[src/rtl/core/fdc_pkg.sv]
// ----------------------------------------------------------------------------
// Floppy disk controller core - shared definitions
// Field widths, register and command codes, status bits and the transaction
// types that pass between the controller, its offset unit and the ports.
// ----------------------------------------------------------------------------
package fdc_pkg;

    // Defaults for the top-level parameters
    localparam int DEF_MAX_SECTOR_BYTES   = 1024;
    localparam int DEF_INDEX_TOGGLE_READS = 64;

    // Fixed field widths
    localparam int BYTE_W    = 8;
    localparam int TRACK_W   = 8;
    localparam int SECTOR_W  = 8;
    localparam int SPT_W     = 7;
    localparam int SS_W      = 11;
    localparam int TC_W      = 8;
    localparam int OFFSET_W  = 24;
    localparam int CFG_W     = 11;
    localparam int CFG_IDX_W = 3;

    // Offset accumulator: (track * spt + rem) stays below 2^15, times 11 bits
    localparam int ACC_W = TRACK_W + SPT_W + SS_W;

    // Configuration register indexes
    localparam logic [CFG_IDX_W-1:0] CFG_SECTOR_SIZE   = 3'd0;
    localparam logic [CFG_IDX_W-1:0] CFG_SECTORS_PER_T = 3'd1;
    localparam logic [CFG_IDX_W-1:0] CFG_TRACK_COUNT   = 3'd2;
    localparam logic [CFG_IDX_W-1:0] CFG_IMAGE_PRESENT = 3'd3;
    localparam logic [CFG_IDX_W-1:0] CFG_DRIVE_SELECT  = 3'd4;

    // Configuration reset values
    localparam logic [SS_W-1:0]  RST_SECTOR_SIZE = 11'd512;
    localparam logic [SPT_W-1:0] RST_SPT         = 7'd10;
    localparam logic [TC_W-1:0]  RST_TRACK_COUNT = 8'd40;

    // Bus register selects
    localparam logic [1:0] REG_CMD    = 2'd0;
    localparam logic [1:0] REG_TRACK  = 2'd1;
    localparam logic [1:0] REG_SECTOR = 2'd2;
    localparam logic [1:0] REG_DATA   = 2'd3;

    // Transaction kinds
    typedef enum logic [1:0] {
        OP_READ  = 2'd0,
        OP_WRITE = 2'd1,
        OP_BYTE  = 2'd2,
        OP_FAIL  = 2'd3
    } t_op;

    // Command decode masks and codes
    localparam logic [BYTE_W-1:0] CMD_TYPE_MASK   = 8'hf0;
    localparam logic [BYTE_W-1:0] CMD_READ_MASK   = 8'he0;
    localparam logic [BYTE_W-1:0] CMD_RESTORE     = 8'h00;
    localparam logic [BYTE_W-1:0] CMD_SEEK        = 8'h10;
    localparam logic [BYTE_W-1:0] CMD_READ_SECTOR = 8'h80;
    localparam logic [BYTE_W-1:0] CMD_READ_ADDR   = 8'hc0;
    localparam logic [BYTE_W-1:0] CMD_FORCE_INT   = 8'hd0;

    // Status bits
    localparam logic [BYTE_W-1:0] ST_NOT_READY = 8'h80;
    localparam logic [BYTE_W-1:0] ST_TRACK0    = 8'h04;
    localparam logic [BYTE_W-1:0] ST_INDEX     = 8'h02;
    localparam logic [BYTE_W-1:0] ST_DRQ       = 8'h02;
    localparam logic [BYTE_W-1:0] ST_BUSY      = 8'h01;

    // Fill byte for blank sectors and the Read Address ID field
    localparam logic [BYTE_W-1:0] BLANK_BYTE   = 8'he5;
    localparam logic [BYTE_W-1:0] ID_SIZE_CODE = 8'h02;
    localparam int                ID_BYTES     = 6;

    // Input transaction
    typedef struct packed {
        t_op                 op;
        logic [1:0]          reg_select;
        logic [BYTE_W-1:0]   write_value;
        logic [BYTE_W-1:0]   disk_byte;
    } t_fdc_in;

    // Result transaction
    typedef struct packed {
        logic [BYTE_W-1:0]   read_value;
        logic                interrupt_line;
        logic                data_request;
        logic                fetch_start;
        logic [OFFSET_W-1:0] fetch_offset;
    } t_fdc_out;

    // Offset unit request and response
    typedef struct packed {
        logic                start;
        logic [TRACK_W-1:0]  track;
        logic [SECTOR_W-1:0] sector;
        logic [SPT_W-1:0]    spt;
        logic [SS_W-1:0]     sector_size;
    } t_off_req;

    typedef struct packed {
        logic                done;
        logic [OFFSET_W-1:0] offset;
    } t_off_rsp;

endpackage

[src/rtl/core/fdc_offset_unit.sv]
// ----------------------------------------------------------------------------
// Sector offset unit
// Computes (track * spt + sector mod spt) * sector_size on one shared
// add/subtract unit: restoring remainder, then two shift-add multiplies.
// ----------------------------------------------------------------------------
module fdc_offset_unit
    import fdc_pkg::*;
(
    input  logic     i_clk,
    input  logic     i_rst_n,
    input  t_off_req i_req,
    output t_off_rsp o_rsp
);

    localparam int STEP_W = $clog2(SS_W);

    typedef enum logic [1:0] {
        U_IDLE,
        U_MOD,
        U_MUL1,
        U_MUL2
    } t_ustate;

    t_ustate             r_state,  n_state;
    logic [STEP_W-1:0]   r_step,   n_step;
    logic [SECTOR_W-1:0] r_rem,    n_rem;
    logic [SECTOR_W-1:0] r_div,    n_div;
    logic [SPT_W-1:0]    r_spt,    n_spt;
    logic [SS_W-1:0]     r_ss,     n_ss;
    logic [ACC_W-1:0]    r_acc,    n_acc;
    logic [ACC_W-1:0]    r_mcand,  n_mcand;
    logic [SS_W-1:0]     r_mplier, n_mplier;
    logic                r_done,   n_done;

    // Shared add/subtract unit; carry out on subtract means a >= b
    logic [ACC_W-1:0]    alu_a;
    logic [ACC_W-1:0]    alu_b;
    logic                alu_sub;
    logic [ACC_W:0]      alu_sum;
    logic [SECTOR_W-1:0] rem_shift;

    assign alu_sum = {1'b0, alu_a} + {1'b0, alu_b ^ {ACC_W{alu_sub}}}
                   + (ACC_W+1)'(alu_sub);

    // Sequence the remainder and multiply steps
    always_comb begin
        n_state   = r_state;
        n_step    = r_step;
        n_rem     = r_rem;
        n_div     = r_div;
        n_spt     = r_spt;
        n_ss      = r_ss;
        n_acc     = r_acc;
        n_mcand   = r_mcand;
        n_mplier  = r_mplier;
        n_done    = 1'b0;
        alu_a     = r_acc;
        alu_b     = '0;
        alu_sub   = 1'b0;
        rem_shift = {r_rem[SECTOR_W-2:0], r_div[SECTOR_W-1]};

        case (r_state)
            U_IDLE: begin
                if (i_req.start) begin
                    n_mcand = ACC_W'(i_req.track);
                    n_div   = i_req.sector;
                    n_rem   = '0;
                    n_spt   = i_req.spt;
                    n_ss    = i_req.sector_size;
                    n_step  = '0;
                    n_state = U_MOD;
                end
            end
            U_MOD: begin
                alu_a   = ACC_W'(rem_shift);
                alu_b   = ACC_W'(r_spt);
                alu_sub = 1'b1;
                n_rem   = alu_sum[ACC_W] ? alu_sum[SECTOR_W-1:0] : rem_shift;
                n_div   = r_div << 1;
                n_step  = r_step + STEP_W'(1);
                if (r_step == STEP_W'(SECTOR_W - 1)) begin
                    // no wrap without sectors: offset within track is zero
                    n_acc    = (r_spt == '0) ? '0 : ACC_W'(n_rem);
                    n_mplier = SS_W'(r_spt);
                    n_step   = '0;
                    n_state  = U_MUL1;
                end
            end
            U_MUL1: begin
                alu_b    = r_mplier[0] ? r_mcand : '0;
                n_acc    = alu_sum[ACC_W-1:0];
                n_mcand  = r_mcand << 1;
                n_mplier = r_mplier >> 1;
                n_step   = r_step + STEP_W'(1);
                if (r_step == STEP_W'(SPT_W - 1)) begin
                    n_mcand  = alu_sum[ACC_W-1:0];
                    n_acc    = '0;
                    n_mplier = r_ss;
                    n_step   = '0;
                    n_state  = U_MUL2;
                end
            end
            U_MUL2: begin
                alu_b    = r_mplier[0] ? r_mcand : '0;
                n_acc    = alu_sum[ACC_W-1:0];
                n_mcand  = r_mcand << 1;
                n_mplier = r_mplier >> 1;
                n_step   = r_step + STEP_W'(1);
                if (r_step == STEP_W'(SS_W - 1)) begin
                    n_done  = 1'b1;
                    n_state = U_IDLE;
                end
            end
            default: begin
                n_state = U_IDLE;
            end
        endcase
    end

    // Hold state and datapath registers
    always_ff @(posedge i_clk) begin
        r_step   <= n_step;
        r_rem    <= n_rem;
        r_div    <= n_div;
        r_spt    <= n_spt;
        r_ss     <= n_ss;
        r_acc    <= n_acc;
        r_mcand  <= n_mcand;
        r_mplier <= n_mplier;
        if (!i_rst_n) begin
            r_state <= U_IDLE;
            r_done  <= 1'b0;
        end else begin
            r_state <= n_state;
            r_done  <= n_done;
        end
    end

    assign o_rsp.done   = r_done;
    assign o_rsp.offset = r_acc[OFFSET_W-1:0];

endmodule

[config.mk]
export PLATFORM = sky130hd
export DESIGN_NAME = fdc_offset_unit
export DESIGN_NICKNAME = d
export VERILOG_FILES = /design/src/rtl/core/fdc_pkg.sv /design/src/rtl/core/fdc_offset_unit.sv
export SDC_FILE = /design/constraint.sdc
export NUM_CORES = 1
export LEC_CHECK = 0
export ABC_AREA = 1
export ABC_CLOCK_PERIOD_IN_PS = 3300
export CAP_MARGIN = 30
export CELL_PAD_IN_SITES_DETAIL_PLACEMENT = 2
export CELL_PAD_IN_SITES_GLOBAL_PLACEMENT = 2
export CORE_UTILIZATION = 35
export CTS_CLUSTER_SIZE = 20
export DETAILED_ROUTE_END_ITERATION = 12
export DONT_BUFFER_PORTS = 1
export PLACE_DENSITY = 0.76
export SYNTH_ARGS = -nofsm -noshare
export SYNTH_HDL_FRONTEND = slang
export SYNTH_SLANG_ARGS = --single-unit
[constraint.sdc]
create_clock -name i_clk -period 3.3 [get_ports i_clk]
set_clock_uncertainty 0.05 [all_clocks]
set_input_delay 0.825 -clock i_clk [delete_from_list [all_inputs] [get_ports i_clk]]
set_output_delay 0.825 -clock i_clk [all_outputs]
set_load 0.1 [all_outputs]
==> results of run 1 <==
-- sequential cells by signal, indices dropped and copies added, names as in the netlist --
signal    cells
r_mplier     11
r_done        1
r_div         8
r_acc        26
r_step        4
r_ss         11
r_mcand      26
r_state       2
r_spt         7
r_rem         7
-- kinds of logic after synthesis --
group / after synthesis
simple gates: 407
compound gates: 145
buf+inv: 138
flops: 103
fa+ha+maj: 33
xor+xnor: 15
-- layout by cell type, fill, tap and decap left out, types with 5 or more instances in the layout --
cell type    n
nand2_4      5
nand3_1     35
xnor2_1      6
o21ai_1     10
nor3_1      12
nor2_1      87
xor2_1       8
nand4_1      5
inv_2        8
buf_12       5
clkbuf_16    9
nand2_2     19
buf_4       42
a21oi_1     52
nand2_1    224
a21oi_2     10
a31oi_1      7
nor2_2       7
o21ai_0     24
o211ai_1     8
ha_1        24
edfxtp_1   100
inv_1       76
ha_2         7
-- critical path: stages, from the launching register on --
cell and delay (ps):
dfxtp_4 380, inv_2 80, ha_2 190, inv_2 60, nand2_4 90, buf_12 140
nand2_1 70, nand2_1 80, nand3_2 120, nand2_4 130, inv_2 70, fa_2 360
nand3_1 130, nand2_2 100, nand2_2 100, nand2_2 70, nand2_2 60, nand2_2 90
nand2_4 110, nand3_4 100, buf_12 160, o211ai_1 180, nand2_1 90
-- area by class of cell --
| class | instances | area [um^2] | share of cell area (%) |
|---|---|---|---|
| inverter | 86 | 327.8 | 4.226 |
| tap | 260 | 325.3 | 4.194 |
| timing repair buffer | 49 | 437.9 | 5.646 |
| multi-input combinational | 601 | 3303 | 42.59 |
| clock buffer | 9 | 225.2 | 2.904 |
| sequential | 103 | 3070 | 39.59 |
| clock inverter | 7 | 66.31 | 0.8550 |
-- timing repair --
| item | CTS | global route |
|---|---|---|
| cloned | 1 | 0 |
| pin swaps | 3 | 1 |
| resized for setup | 20 | 34 |
| setup endpoints to repair | 32 | 46 |
| setup buffers | 4 | 3 |
-- through the flow --
stage                     hold WS (ps)  setup TNS, ps  utilization [%]  instances  setup slack (ps)
after floorplan                  444.3              0                -        841             25.44
after global placement           452.0         -23.99            38.10       1091            -13.71
after detailed placement         470.8          -2948            38.10       1091            -240.1
after CTS                        486.9              0            40.28       1112             1.215
after global routing             482.0         -720.7            40.92       1115            -102.9
final                            485.6              0            40.92       1115             32.78
-- per-layer routing --
| metal | vias up | global-route usage [%] | wire length [um] |
|---|---|---|---|
| met5 | - | 0 | 0 |
| met4 | 0 | 7.640 | 573 |
| met3 | 42 | 3.780 | 1257 |
| met2 | 145 | 41.56 | 11500 |
| met1 | 2964 | 33.13 | 10950 |
| li1 | 2800 | - | - |
-- final timing paths --
path	start	to	slack, ps	depth (start not counted)
worst max register to register	r_state[0]	r_acc[1]	30	22
worst max-delay path	r_state[0]	r_acc[1]	30	22
worst min-delay path	r_mplier[1]	r_mplier[0]	490	2
worst min register to register	r_mplier[1]	r_mplier[0]	490	2
==> flow_summary_export.csv, run 1 <==
group,metric,value,unit
status,status,"finished clean",
sta,setup_viol,0,
die,die_x,141.9,um
logic_synthesis,synth_common_cells,"nand2_1 (227), edfxtp_1 (100), nor2_1 (93)",
logic_synthesis,synth-seq-cells,103,
routing,drt_iter0_drc,263,
worst_setup_path,worstPathRequired,3370,ps
logic_synthesis,syn-num-nets,911,
sta,min_period_over_period,99.01,%
die,die-area,20120,um^2
clock_tree,clock-sinks,103,
global_route,grt_max_degree,38,
logic_synthesis,postSynthAreaPerCell,8.139,um^2
logic_synthesis,synth_compound_area_share,12.61,%
worst_setup_path,cp.arrival,3340,ps
layout,filler_cell_count,2138,
placement,port_buffers,0,
logic_synthesis,synth_simple_gate_area_share,25.06,%
die,initial_utilization,36.11,%
worst_setup_path,start_kind,"flop",
logic_synthesis,synth_top_family_by_area,"simple AND/OR/NAND/NOR gates",
logic_synthesis,synth_edf_count,100,
logic_synthesis,synth_area_leaders,"edfxtp_1 (44%), nand2_1 (12%), ha_1 (5.8%)",
logic_synthesis,ys_seq_area_share,44.75,%
die,core,18960,um^2
global_route,grtUsageTotal,24.87,%
clock_tree,numCtsBuffers,9,
logic_synthesis,synth_cell_type_count,50,
layout,design_area,7756,um^2
worst_hold_path,holdCritPathClass,"reg -> reg",
logic_synthesis,synth-xor-area-share,1.919,%
global_route,antenna_found_initial,0,
routing,postRouteAntennaNets,0,
die,fp-row-count,50,
sta,slew_viol_final,0,
routing,drcViolationCount,0,
clock_tree,clock_latency,370,ps
logic_synthesis,syn_area,6845,um^2
logic_synthesis,ys_warn_count,0,
placement,hpwl,17310,um
global_route,grt.overflow.total,0,
placement,gp_congestion,0.9032,
logic_synthesis,yosys.area.top_type,"edfxtp_1",
clock_tree,htree_levels,3,
sta,slew-limit-headroom,37.78,%
routing,via_count,5951,
sta,worstMarginPinSlew,932.0,ps
clock_tree,clock_path_buffers,2,
worst_setup_path,critical_path_class,"reg -> reg",
routing,via_per_inst,5.337,
die,io_pins,62,
layout,nets,920,
layout,n_antenna_cell,0,
clock_tree,cts_hold_buf,0,
logic_synthesis,synthFlopType,"edfxtp_1",
clock_tree,cts-root-buf,"clkbuf_16",
sta,hold_viol,0,
die,die_h,141.9,um
clock_tree,cts_tree,"done",
routing,wl_per_cell,21.77,um
placement,placed_cell_area,7222,um^2
logic_synthesis,synthMuxAreaShare,0,%
routing,wirelength,24280,um
logic_synthesis,netlist_instances,841,
sta,rsz0062_at_grt,"yes",
logic_synthesis,yosys.area_share.adder,6.141,%
worst_setup_path,worst-path-max-fanout,14,
flow_run,drv_cap,0,
logic_synthesis,synth_top_area_share,43.87,%
logic_synthesis,postSynth.asyncResetShare,0,%
worst_setup_path,critPathCaptureType,"flop",
logic_synthesis,synth_most_common_cell,"nand2_1",
clock_tree,clk_pin_slew,80,ps
global_route,grt_pass1_vias,6546,
layout,drive_above_1_share,16.73,%
global_route,grt_pass1_wl,37280,um
routing,first_pass_iters,4,
sta,clock.fmax,0.3061,GHz
layout,area.growth.synth_to_final,13.31,%
sta,min_period,3267,ps
Power of run 1 is left out: the tool's default activity adds up to more than one toggle a clock period on the data nets, which glitch-free logic cannot reach.
==> inputs of run 2 (changes only) <==
--- a/config.mk
+++ b/config.mk
@@ -15,6 +15,7 @@
 export DETAILED_ROUTE_END_ITERATION = 12
 export DONT_BUFFER_PORTS = 1
 export PLACE_DENSITY = 0.76
+export REMOVE_ABC_BUFFERS = 1
 export SYNTH_ARGS = -nofsm -noshare
 export SYNTH_HDL_FRONTEND = slang
 export SYNTH_SLANG_ARGS = --single-unit
==> run 2 against run 1 <==
Non-clock buffer count increased by 2. Final area decreased by 0.32%. Setup slack improved by 99 ps. Critical endpoint is now r_mcand[12].
==> flow_summary_export.csv, run 2 (synthesis gave the netlist of run 1 again) <==
group,metric,value,unit
status,status,"finished clean",
sta,slew-limit-headroom,38.04,%
clock_tree,clock_path_buffers,2,
clock_tree,cts_hold_buf,0,
layout,area.growth.synth_to_final,12.94,%
sta,slew_viol_final,0,
worst_setup_path,cp.arrival,3200,ps
worst_setup_path,critical_path_class,"reg -> reg",
global_route,grt_pass1_wl,36230,um
clock_tree,cts_tree,"done",
placement,gp_congestion,0.8661,
worst_setup_path,start_kind,"flop",
worst_setup_path,r2r_start,"r_state[0]",
die,core,18960,um^2
global_route,grt_max_degree,33,
routing,via_count,5971,
worst_setup_path,worstPathRequired,3330,ps
global_route,grt.overflow.total,0,
placement,dp_cells,1098,
layout,drive_above_1_share,15.37,%
layout,final_common_cell,"nand2_1",
sta,min_period_over_period,96.01,%
global_route,grt_pass1_vias,6553,
worst_setup_path,timing.rr.end,"r_mcand[12]",
routing,first_pass_iters,4,
die,initial_utilization,36.11,%
clock_tree,clk_pin_slew,80,ps
sta,rsz0062_at_grt,"yes",
placement,port_buffers,0,
sta,min_period,3168,ps
worst_hold_path,holdCritPathClass,"reg -> reg",
worst_hold_path,whs_path_depth,2,
die,io_pins,62,
routing,drt_iter0_drc,216,
worst_setup_path,reg2reg_depth,16,
clock_tree,clock-sinks,103,
worst_setup_path,ff2ff_setup_slack,130,ps
clock_tree,htree_levels,3,
die,die_x,141.9,um
routing,drcViolationCount,0,
flow_run,drv_cap,0,
die,die_h,141.9,um
clock_tree,cts-root-buf,"clkbuf_16",
routing,wirelength,23380,um
sta,worstMarginPinSlew,928.1,ps
clock_tree,clock_latency,370,ps
routing,via_per_inst,5.336,
sta,setup_viol,0,
worst_hold_path,whs_endpoint,"r_div[3]",
routing,postRouteAntennaNets,0,
die,fp-row-count,50,
worst_setup_path,startpoint,"r_state[0]",
placement,hpwl,17100,um
sta,clock.fmax,0.3156,GHz
layout,filler_cell_count,2116,
layout,reg.largest.list,"r_acc (26), r_mcand (26)",
worst_setup_path,worst-path-max-fanout,13,
layout,nets,924,
global_route,antenna_found_initial,0,
worst_setup_path,critPathCaptureType,"flop",
clock_tree,numCtsBuffers,9,
layout,layout_common_cells,"nand2_1 (225), edfxtp_1 (100), nor2_1 (88)",
global_route,grtUsageTotal,23.90,%
routing,wl_per_cell,20.89,um
layout,n_antenna_cell,0,
sta,hold_viol,0,
die,die-area,20120,um^2
worst_hold_path,worstHoldStart,"r_div[2]",
layout,layoutNonFillerInstCount,1119,
## run 2: area by class of cell
class / instances / area, um^2 / area share, %
inverter: 86 / 325.3 / 4.208
timing repair buffer: 51 / 427.9 / 5.535
multi-input combinational: 603 / 3281 / 42.43
clock buffer: 9 / 225.2 / 2.913
clock inverter: 7 / 81.33 / 1.052
sequential: 103 / 3065 / 39.65
tap: 260 / 325.3 / 4.208
## run 2: how the worst max path moves through the flow
stage | to | cells after the start
final | r_mcand[12] | 16
after global placement | r_acc[25] | 18
after floorplan | r_acc[7] | 18
after detailed placement | r_acc[3] | 19
after CTS | r_acc[25] | 18
after global routing | r_acc[1] | 20
## run 2: repair_timing
action,in CTS,in global routing
buffers inserted,0,2
pin swaps,2,3
resized for setup,8,28
cloned,2,1
endpoints found under the setup margin,21,48
## run 2: per-layer routing
layer	vias to the layer above	global-route usage, %	wire, um
met3	35	2.497	602
li1	2812	-	-
met1	3021	28.18	9931
met4	0	7.697	497
met5	-	0	0
met2	103	45.04	12350
## run 2: worst max-delay path, cell delays in order (launching register included)
cell and delay [ps]:
dfxtp_2 420, inv_2 80, ha_2 210, inv_2 70
nand2_2 90, buf_12 160, a31oi_1 170, o22ai_1 90
inv_1 70, ha_1 290, a21oi_1 300, o21ai_0 160
nand2_1 100, nand2_1 70, a31oi_1 210, xor2_1 240
o21ai_0 100
## run 2: per-stage QoR
| stage | setup TNS, ps | hold WS [ps] | setup WS (ps) | util, % | instance area (um^2) |
|---|---|---|---|---|---|
| 2_1_floorplan | -35020 | 444.3 | -562.4 | - | 6519 |
| 4_1_cts | 0 | 484.3 | 5.183 | 40.17 | 7615 |
| 3_5_place_dp | -1522 | 461.6 | -134.8 | 38.24 | 7249 |
| 3_3_place_gp | 0 | 454.0 | 90.61 | 38.24 | 7249 |
| 6_report | 0 | 483.8 | 131.6 | 40.79 | 7731 |
| 5_1_grt | -843.5 | 492.9 | -92.36 | 40.79 | 7731 |
Power of run 2 is left out for the same reason.
==> inputs of run 3 (changes only) <==
--- a/config.mk
+++ b/config.mk
@@ -10,6 +10,7 @@
 export CAP_MARGIN = 30
 export CELL_PAD_IN_SITES_DETAIL_PLACEMENT = 2
 export CELL_PAD_IN_SITES_GLOBAL_PLACEMENT = 2
+export CORE_ASPECT_RATIO = 0.9
 export CORE_UTILIZATION = 35
 export CTS_CLUSTER_SIZE = 20
 export DETAILED_ROUTE_END_ITERATION = 12
==> constraint.sdc (replaced) <==
create_clock -name i_clk -period 3.3 [get_ports i_clk]
set_clock_uncertainty 0.05 [all_clocks]
set_input_delay 0.825 -clock i_clk [delete_from_list [all_inputs] [get_ports i_clk]]
set_output_delay 0.825 -clock i_clk [all_outputs]
set_load 0.01 [all_outputs]
==> run 3 against run 2 <==
Sequential share of layout area increased by 0.65 points. First-iteration DRC count increased by 32%. Non-clock buffer count decreased by 25.
==> flow_summary_export.csv, run 3 (synthesis gave the netlist of run 1 again) <==
group,metric,value,unit
worst_hold_path,whs_endpoint,"r_div[7]",
layout,layout_common_cells,"nand2_1 (220), edfxtp_1 (100), nor2_1 (89)",
routing,via_per_inst,5.353,
worst_setup_path,r2r_start,"r_state[1]",
clock_tree,clock_path_buffers,2,
worst_setup_path,timing.rr.end,"r_acc[2]",
worst_hold_path,whs_path_depth,2,
clock_tree,clock_latency,370,ps
worst_setup_path,cp_top_family,"compound AO/OA/AOI/OAI gates",
clock_tree,cts-root-buf,"clkbuf_16",
placement,port_buffers,0,
sta,final.setup.worst_slack,165.3,ps
die,die_x,149.4,um
layout,design_area,7614,um^2
worst_setup_path,critPathSlowestCell,"ha_1",
worst_setup_path,cp_num_buf_inv,2,
clock_tree,cts_hold_buf,0,
global_route,grt_pass1_wl,35730,um
worst_setup_path,crit_chain,"inv_1, ha_4, buf_4, nor2_1, ha_1, a21oi_1, o21ai_0, o21bai_2, nand2_4, nand3_4, o211ai_1, nand2_1",
routing,wirelength,23020,um
sta,min_period_over_period,94.99,%
clock_tree,clk_pin_slew,80,ps
routing,postRouteAntennaNets,0,
placement,pre_cts_ws,-504.0,ps
layout,reg.largest.list,"r_acc (26), r_mcand (26)",
sta,setup_viol,0,
placement,dp_cells,1058,
clock_tree,cts_tree,"done",
die,io_pins,62,
worst_setup_path,worst-path-max-fanout,16,
sta,clock.fmax,0.3190,GHz
global_route,grt_max_degree,46,
die,core,19160,um^2
sta,hold_viol,0,
clock_tree,htree_levels,3,
sta,worstMarginPinSlew,804.0,ps
worst_hold_path,worstHoldStart,"r_div[6]",
sta,min_period,3135,ps
status,status,"finished clean",
worst_setup_path,ff2ff_setup_slack,170,ps
routing,first_pass_iters,4,
worst_setup_path,reg2reg_depth,12,
worst_setup_path,critical_path_class,"reg -> reg",
layout,drive_above_1_share,14.63,%
routing,drcViolationCount,0,
clock_tree,numCtsBuffers,9,
layout,n_antenna_cell,0,
placement,gp_congestion,0.8792,
layout,layoutNonFillerInstCount,1084,
sta,setup_tns,0,ps
global_route,grt.overflow.total,0,
worst_setup_path,critPathCaptureType,"flop",
global_route,grtUsageTotal,23.56,%
global_route,antenna_found_initial,0,
die,die-area,20120,um^2
layout,filler_cell_count,2163,
die,fp-row-count,48,
worst_hold_path,holdCritPathClass,"reg -> reg",
routing,via_count,5803,
global_route,grt_pass1_vias,6284,
die,initial_utilization,35.73,%
sta,slew_viol_final,0,
clock_tree,clock-sinks,103,
worst_setup_path,critPathMaxStageDelay,380,ps
layout,final_common_cell,"nand2_1",
placement,placed_cell_area,7024,um^2
sta,slew-limit-headroom,46.07,%
worst_setup_path,cp.arrival,3200,ps
placement,hpwl,16930,um
layout,nets,899,
worst_setup_path,start_kind,"flop",
routing,drt_iter0_drc,285,
layout,area.growth.synth_to_final,11.22,%
routing,wl_per_cell,21.23,um
flow_run,drv_cap,0,
worst_setup_path,worstPathRequired,3370,ps
die,die_h,134.7,um
run 3: cell type report:
type / count / area (um^2) / share of cell area, %
clock buffer: 9 / 225.2 / 2.958
clock inverter: 7 / 71.32 / 0.9367
inverter: 86 / 327.8 / 4.306
multi-input combinational: 603 / 3359 / 44.12
sequential: 103 / 3068 / 40.30
tap: 250 / 312.8 / 4.108
timing repair buffer: 26 / 249.0 / 3.270
run 3: per-layer routing:
layer / wire length, um / GRT usage [%] / up-vias
met5: 0 / 0 / -
met4: 211 / 4.989 / 0
met3: 902 / 4.189 / 14
met2: 10910 / 38.55 / 94
met1: 10990 / 32.43 / 2933
li1: - / - / 2762
run 3: per-stage QoR:
stage / util [%] / hold slack, ps
2_1_floorplan: - / 444.3
3_5_place_dp: 36.66 / 464.9
3_3_place_gp: 36.66 / 451.8
5_1_grt: 39.74 / 485.4
6_report: 39.74 / 480.1
4_1_cts: 38.57 / 482.7
run 3: worst max-delay path by stage:
stage / end / depth (start not counted) / slack [ps] / from
detailed placement: r_mcand[25] / 18 / -500 / r_state[0]
global placement: r_acc[25] / 18 / -290 / r_state[0]
finish: r_acc[2] / 12 / 170 / r_state[1]
CTS: r_mcand[12] / 14 / 20 / r_state[1]
floorplan: r_acc[7] / 18 / -560 / r_state[1]
global route: r_mcand[25] / 16 / -20 / r_state[1]
run 3: worst min-delay path, cell delays in order, from the launching register on:
cell and delay (ps):
edfxtp_1 330, nand2_1 50, nand2_1 50
run 3: repair_timing:
item | in CTS | in global routing
setup buffers | 2 | 4
cloned | 1 | 3
setup endpoints to repair | 47 | 47
resized for setup | 13 | 41
pin swaps | 2 | 7
Power of run 3 is left out for the same reason.
